$ cat src/hw/rtl/fccw_pkg.sv
// shared types and constants of the fat12 cluster chain walker
package fccw_pkg;

	// field widths
	localparam int KIND_W    = 2;
	localparam int INDEX_W   = 13;
	localparam int BYTE_W    = 8;
	localparam int CLUSTER_W = 12;
	localparam int SIZE_W    = 24;
	localparam int SECTOR_W  = 17;
	localparam int COUNT_W   = 10;
	localparam int DSTART_W  = 16;

	// item kinds
	localparam logic [KIND_W-1:0] KIND_LOAD  = 2'd0;
	localparam logic [KIND_W-1:0] KIND_START = 2'd1;
	localparam logic [KIND_W-1:0] KIND_NEXT  = 2'd2;

	// fat12 constants
	localparam logic [CLUSTER_W-1:0] END_MARK           = 12'hFF8;
	localparam logic [CLUSTER_W-1:0] CLUSTER_NONE       = 12'hFFF;
	localparam logic [SECTOR_W-1:0]  FIRST_DATA_CLUSTER = 17'd2;
	localparam logic [DSTART_W-1:0]  DSTART_RESET       = 16'd33;

	// commands from controller to datapath
	typedef struct packed {
		logic take_load;
		logic take_start;
		logic take_next;
		logic rd_lo;
		logic fin;
	} cmd_t;

endpackage

$ cat src/hw/rtl/fccw_ctrl.sv
// sequencing state machine and handshake control of the chain walker
module fccw_ctrl (
	input  logic                        clk,
	input  logic                        arst_n,
	input  logic                        in_valid,
	input  logic [fccw_pkg::KIND_W-1:0] in_kind,
	output logic                        in_ready,
	output logic                        out_valid,
	input  logic                        out_ready,
	output fccw_pkg::cmd_t              cmd
);

	localparam logic [1:0] ST_IDLE = 2'd0;
	localparam logic [1:0] ST_RD1  = 2'd1;
	localparam logic [1:0] ST_FIN  = 2'd2;

	logic [1:0] state_q;
	logic [1:0] state_nx;
	logic       out_valid_q;
	logic       out_free;
	logic       accept;
	logic       fin_done;

	// handshake decode
	assign out_free = !out_valid_q || out_ready;
	assign in_ready = (state_q == ST_IDLE) || ((state_q == ST_FIN) && out_free);
	assign accept   = in_valid && in_ready;
	assign fin_done = (state_q == ST_FIN) && out_free;

	// commands to the datapath
	always_comb begin
		cmd.take_load  = accept && (in_kind == fccw_pkg::KIND_LOAD);
		cmd.take_start = accept && (in_kind == fccw_pkg::KIND_START);
		cmd.take_next  = accept && (in_kind == fccw_pkg::KIND_NEXT);
		cmd.rd_lo      = (state_q == ST_RD1);
		cmd.fin        = fin_done;
	end

	// next state
	always_comb begin
		state_nx = state_q;
		case (state_q)
			ST_IDLE: begin
				if (cmd.take_next) begin
					state_nx = ST_RD1;
				end
			end
			ST_RD1: begin
				state_nx = ST_FIN;
			end
			ST_FIN: begin
				if (out_free) begin
					state_nx = cmd.take_next ? ST_RD1 : ST_IDLE;
				end
			end
			default: begin
				state_nx = ST_IDLE;
			end
		endcase
	end

	// state and output word valid
	always_ff @(posedge clk or negedge arst_n) begin
		if (!arst_n) begin
			state_q     <= ST_IDLE;
			out_valid_q <= 1'b0;
		end else begin
			state_q <= state_nx;
			if (fin_done) begin
				out_valid_q <= 1'b1;
			end else if (out_ready) begin
				out_valid_q <= 1'b0;
			end
		end
	end

	assign out_valid = out_valid_q;

endmodule

$ cat config.mk
export PLATFORM = sky130hd
export DESIGN_NAME = fccw_ctrl
export DESIGN_NICKNAME = d
export VERILOG_FILES = /design/src/hw/rtl/fccw_pkg.sv /design/src/hw/rtl/fccw_ctrl.sv
export SDC_FILE = /design/constraint.sdc
export NUM_CORES = 1
export LEC_CHECK = 0
export BUFFER_PORTS_ARGS = -buffer_cell sky130_fd_sc_hd__clkbuf_2
export CAP_MARGIN = 25
export CORE_AREA = 5 5 42 44
export DETAILED_ROUTE_END_ITERATION = 10
export DIE_AREA = 0 0 47 49
export HOLD_SLACK_MARGIN = 0.06
export PLACE_DENSITY = 0.41
export SYNTH_ARGS = -nofsm -noshare
export SYNTH_HDL_FRONTEND = slang
export SYNTH_SLANG_ARGS = --single-unit
$ cat constraint.sdc
create_clock -name clk -period 1.1 [get_ports clk]
set_input_delay 0.11 -clock clk [delete_from_list [all_inputs] [get_ports clk]]
set_output_delay 0.11 -clock clk [all_outputs]
set_load 0.02 [all_outputs]
==> results of run 1 <==
==> synth_stat cells <==
| cell | instances |
|---|---|
| buf_4 | 2 |
| dfrtp_1 | 3 |
| nand2b_1 | 3 |
| o21bai_1 | 1 |
| nor4b_1 | 3 |
| nand2_1 | 1 |
| and3b_4 | 1 |
| nor2b_1 | 2 |
| nor2_1 | 1 |
| nor4_1 | 1 |
==> where the power goes <==
part	switching [uW]	total (uW)	internal, uW
Sequential	3.84	122	118
Clock	59.7	196	136
Combinational	63.9	137	73.0
Total	127	455	328
==> through the flow <==
step	utilization (%)	std cells	worst slack [ns]
after floorplan	-	18	-0.0820
after global placement	22.5	47	-0.0668
after detailed placement	22.5	47	-0.135
after CTS	31.0	54	-0.314
after global routing	32.9	56	-0.352
final	32.9	56	-0.300
==> cell families after synthesis <==
group | after synthesis
flops | 3
buf+inv | 2
compound gates | 1
simple gates | 12
==> repair_timing <==
item | CTS | global route
endpoints found under the setup margin | 6 | 6
setup buffers | 3 | 3
resized for setup | 16 | 7
pin swaps | 1 | 0
endpoints found under the hold margin | 3 | 0
hold buffers | 1 | 0
==> registers in the layout, indices dropped and copies added (netlist names) <==
name / count
state_q: 2
out_valid: 1
==> cells in the final DEF, fill, tap and decap left out, types with 2 or more instances in the layout <==
master,n
clkbuf_2,6
buf_6,2
nand2b_4,3
dfrtp_1,2
clkbuf_4,3
nor4b_4,2
clkbuf_8,2
buf_4,8
==> worst max-delay path, stage by stage (launching register included) <==
cell and delay, ns:
dfrtp_1 0.38, and3b_4 0.24, nor4b_4 0.25, clkbuf_8 0.20
==> cell type report <==
cell class	count	area [sq um]	area share [%]
Timing Repair Buffer	20	165	35.8
Clock buffer	4	26.3	5.69
Sequential cell	3	76.3	16.5
Tap cell	16	20.0	4.34
Multi-Input combinational cell	13	174	37.7
==> path summary, 6_finish.rpt <==
check	from	end	slack, ns	depth (start not counted)
worst max register to register	state_q[0]	state_q[1]	-0.05	5
max in group asynchronous	arst_n	out_valid	0.75	2
worst min register to register	out_valid	out_valid	0.61	3
worst max-delay path	state_q[1]	cmd[2]	-0.30	3
min in group asynchronous	arst_n	state_q[1]	0.22	2
worst min-delay path	in_kind[0]	state_q[0]	0.16	2
==> routing by layer <==
layer  share of wire [%]  up-vias  global-route usage [%]
li1                    -      108                       -
met1                  42       99                    8.39
met2                  45       15                    9.95
met3                  13        0                    4.43
met4                   0        0                    4.15
met5                   0        -                       0
==> results_dict.tcl, run 1 <==
set metrics [dict create \
    ir_worst_vdd_mv 0.562 \
    drtIter0Drc 2 \
    cp.required_ns 0.99 \
    worst_slew_pin_slew_ns 0.234 \
    yosysTopAreaCellShare_pct 41.4 \
    gp_congestion 0.741 \
    critical_path_arrival_ns 1.29 \
    drc_errors 0 \
    path_clk_slew_ns 0.04 \
    start_kind "register" \
    grt_usage_pct 7.26 \
    insertion_delay_ns 0.23 \
    start_util_pct 12.9 \
    min_period_over_period_pct 127 \
    cts.root.buffer_cell "clkbuf_4" \
    synth_top_cells_by_area "dfrtp_1 (41%), nor4b_1 (14%), nand2b_1 (10%)" \
    hold_class "in2reg" \
    stdcell_area_sq_um 462 \
    yosys.area.top_type "dfrtp_1" \
    crit_type "reg2out" \
    slew_headroom_pct 84.2 \
    status "finished, violations left" \
    area_growth_pct 154 \
    antenna_found_initial 0 \
    pwr_density_cell_nw_per_um2 986 \
    vias_per_cell 3.96 \
    cts_tree "yes" \
    synth.avg_cell_area_sq_um 10.1 \
    synthXorXnorAreaFrac_pct 0 \
    synthDistinctLibCells 10 \
    wl_um 690 \
    h-tree-depth 1 \
    synth_nets 24 \
    cellLeakagePower_uw 0.000215 \
    grt_pass1_vias 275 \
    insertedDiodeCount 0 \
    rows 14 \
    die-area_sq_um 2300 \
    fmax_mhz 714 \
    finalSetupTns_ns -1.28 \
    setup_violations 7 \
    ys_warn_count 0 \
    synth-seq-cells 3 \
    core_area_sq_um 1400 \
    overflow 0 \
    fill_cells 154 \
    cts_buffer_depth 2 \
    dr.pass1.iters 2 \
    synth-simple-area-share_pct 46.2 \
    fin_ws_ns -0.300 \
    cts.sinks 3 \
    clock_skew_ns 0.00518 \
    io_buffers 12 \
    grt_max_degree 6 \
    drive_gt1_share_pct 80.0 \
    min_period_ns 1.40 \
    avgRoutedWirePerCell_um 12.3 \
    synth_top_family_by_area "simple AND/OR/NAND/NOR gates" \
    holdWs_ns 0.156 \
    failed_checks "negative setup slack" \
    vias 222 \
    grt_pass1_wl_mm 1.15 \
    synth_area_sq_um 181 \
    numCtsBuffers 3 \
    nNetsFinal 47 \
    power.total_uw 455 \
    crit_path_end_kind "output pin" \
    synthAdderAreaFrac_pct 0 \
    placed_cell_area_sq_um 315 \
    final-max-slew-violation-count 0 \
    cp_max_fo 5 \
    finalHoldViolations 0 \
    die_y_um 49 \
    synthesis.instances 18 \
    yosysSeqAreaShare_pct 41.4 \
    dieWidth_um 47 \
    rsz0062_at_grt "yes" \
    synth_mux_area_share_pct 0 \
    cap_viol_max_count 0 \
    io_pins 13 \
    synth-compound-area-share_pct 4.14 \
    drtAntennaViolNets 0 \
]
(Power assumes the default switching activity.)
==> run 2: changes to the inputs <==
- BUFFER_PORTS_ARGS: -buffer_cell sky130_fd_sc_hd__clkbuf_2 -> -buffer_cell sky130_fd_sc_hd__buf_4
==> run 2 against run 1 <==
  * Combinational power up 4%
  * Critical path type unchanged
  * Sequential power is essentially flat
  * The flow still finishes with violations (negative setup slack)
  * Setup slack better by 0.018 ns
  * Clock power about the same
  * Critical endpoint unchanged
  * Utilization is 0.98 points higher
  * Critical path depth unchanged
  * Global-route usage did not move
  * Clock-buffer cell count did not move
==> results_dict.tcl, run 2 (synthesized netlist as in run 1, its figures left out) <==
set metrics [dict create \
    min_period_over_period_pct 126 \
    cp_max_fo 4 \
    seqCellArea_sq_um 76.3 \
    path_clk_slew_ns 0.04 \
    regMostFlops "state_q" \
    min_period_ns 1.38 \
    worst_slew_pin_slew_ns 0.186 \
    final_cell_mix "buf_4 (16), nand2b_4 (3), nor4b_4 (3), clkbuf_4 (3), buf_6 (3)" \
    largest_reg_flops 2 \
    setup_violations 7 \
    overflow 0 \
    pre_cts_slack_ns -0.0753 \
    die-area_sq_um 2300 \
    critical_path_arrival_ns 1.27 \
    r2r_end "state_q[0]" \
    vias_per_cell 3.98 \
    final-max-slew-violation-count 0 \
    core_area_sq_um 1400 \
    crit_family "simple AND/OR/NAND/NOR gates" \
    cpPeakStageDelay_ns 0.39 \
    hp-start "in_kind[0]" \
    grt_max_degree 5 \
    fill_cells 154 \
    cts_buffer_depth 2 \
    min_delay_path_depth 2 \
    hpwl_um 486 \
    crit_type "reg2out" \
    gp_congestion 0.598 \
    p_sw_uw 126 \
    vias 223 \
    r2r_slack_ns -0.01 \
    drtAntennaViolNets 0 \
    h-tree-depth 1 \
    instances_no_fill 56 \
    cts_tree "yes" \
    fmax_mhz 724 \
    wl_um 681 \
    numCtsBuffers 3 \
    insertion_delay_ns 0.23 \
    multiInputGateArea_sq_um 189 \
    rsz0062_at_grt "yes" \
    swShare_pct 27.6 \
    clkPwrFrac_pct 42.1 \
    rows 14 \
    nNetsFinal 47 \
    final_common_cell "buf_4" \
    grt_pass1_wl_mm 1.17 \
    cap_viol_max_count 0 \
    seqPwrFrac_pct 26.7 \
    avgRoutedWirePerCell_um 12.2 \
    p_int_uw 332 \
    hold_class "in2reg" \
    ir_worst_vdd_mv 0.698 \
    grt_pass1_vias 269 \
    pwr-share-comb_pct 31.1 \
    finalHoldViolations 0 \
    worst_r2r_path_depth 3 \
    slew_headroom_pct 87.5 \
    fin_ws_ns -0.282 \
    cp_num_buf_inv 1 \
    dieWidth_um 47 \
    start_util_pct 12.9 \
    pwr_density_cell_nw_per_um2 964 \
    cts.root.buffer_cell "clkbuf_4" \
    cts.sinks 3 \
    status "finished, violations left" \
    clock_skew_ns 0.000601 \
    drtIter0Drc 3 \
    holdWs_ns 0.116 \
    area_growth_pct 162 \
    crit_path_end_kind "output pin" \
    dr.pass1.iters 3 \
    power.total_uw 458 \
    die_y_um 49 \
    grt_usage_pct 7.26 \
    io_buffers 12 \
    cellLeakagePower_uw 0.000219 \
    antenna_found_initial 0 \
    r2r_start "out_valid" \
    failed_checks "negative setup slack" \
    drc_errors 0 \
    placed_cells 47 \
    start_kind "register" \
    crit_slowest_cell "dfrtp_2" \
    insertedDiodeCount 0 \
    drive_gt1_share_pct 82.5 \
    cp.required_ns 0.99 \
    path_cells "and3b_4 > nor4b_4 > buf_4" \
    finalSetupTns_ns -1.14 \
    whs_endpoint "state_q[0]" \
    io_pins 13 \
]
-- run 2: worst max-delay path by stage --
stage               startpoint     end  slack (ns)  cells after the start
global route         out_valid  cmd[2]       -0.35                      3
CTS                  out_valid  cmd[3]       -0.30                      3
global placement    state_q[0]  cmd[2]       -0.07                      3
floorplan            out_valid  cmd[2]       -0.08                      2
finish               out_valid  cmd[2]       -0.28                      3
detailed placement  state_q[0]  cmd[3]       -0.08                      3
-- run 2: layer usage --
metal / up-vias / part of all wire [%] / global-route usage (%)
met5: - / 0 / 0
met4: 0 / 0 / 1.38
met3: 0 / 17 / 6.64
met2: 15 / 45 / 10.6
met1: 102 / 38 / 7.73
li1: 106 / - / -
-- run 2: power groups by stage --
| stage | sequential, uW | clock, uW | combinational [uW] |
|---|---|---|---|
| floorplan | 129 | 0 | 48.2 |
| global placement | 123 | 0 | 106 |
| detailed placement | 124 | 0 | 107 |
| CTS | 122 | 206 | 126 |
| global route | 123 | 225 | 153 |
| finish | 123 | 193 | 143 |
-- run 2: final cells by class --
type	count	share of cell area, %
clock buffers	4	5.53
well taps	16	4.21
repair buffers	20	34.5
multi-input cells	13	39.7
flip-flops and latches	3	16.1
-- run 2: through the flow --
step,utilization (%),area [sq um]
6_report,33.9,475
5_1_grt,33.9,475
4_1_cts,30.3,424
3_5_place_dp,24.6,345
3_3_place_gp,24.6,345
2_1_floorplan,-,228
-- run 2: what timing repair did --
item	CTS	global route
resized for setup	7	6
hold endpoints to repair	3	0
setup buffers	1	3
pin swaps	1	0
endpoints found under the setup margin	6	7
hold buffers	1	0
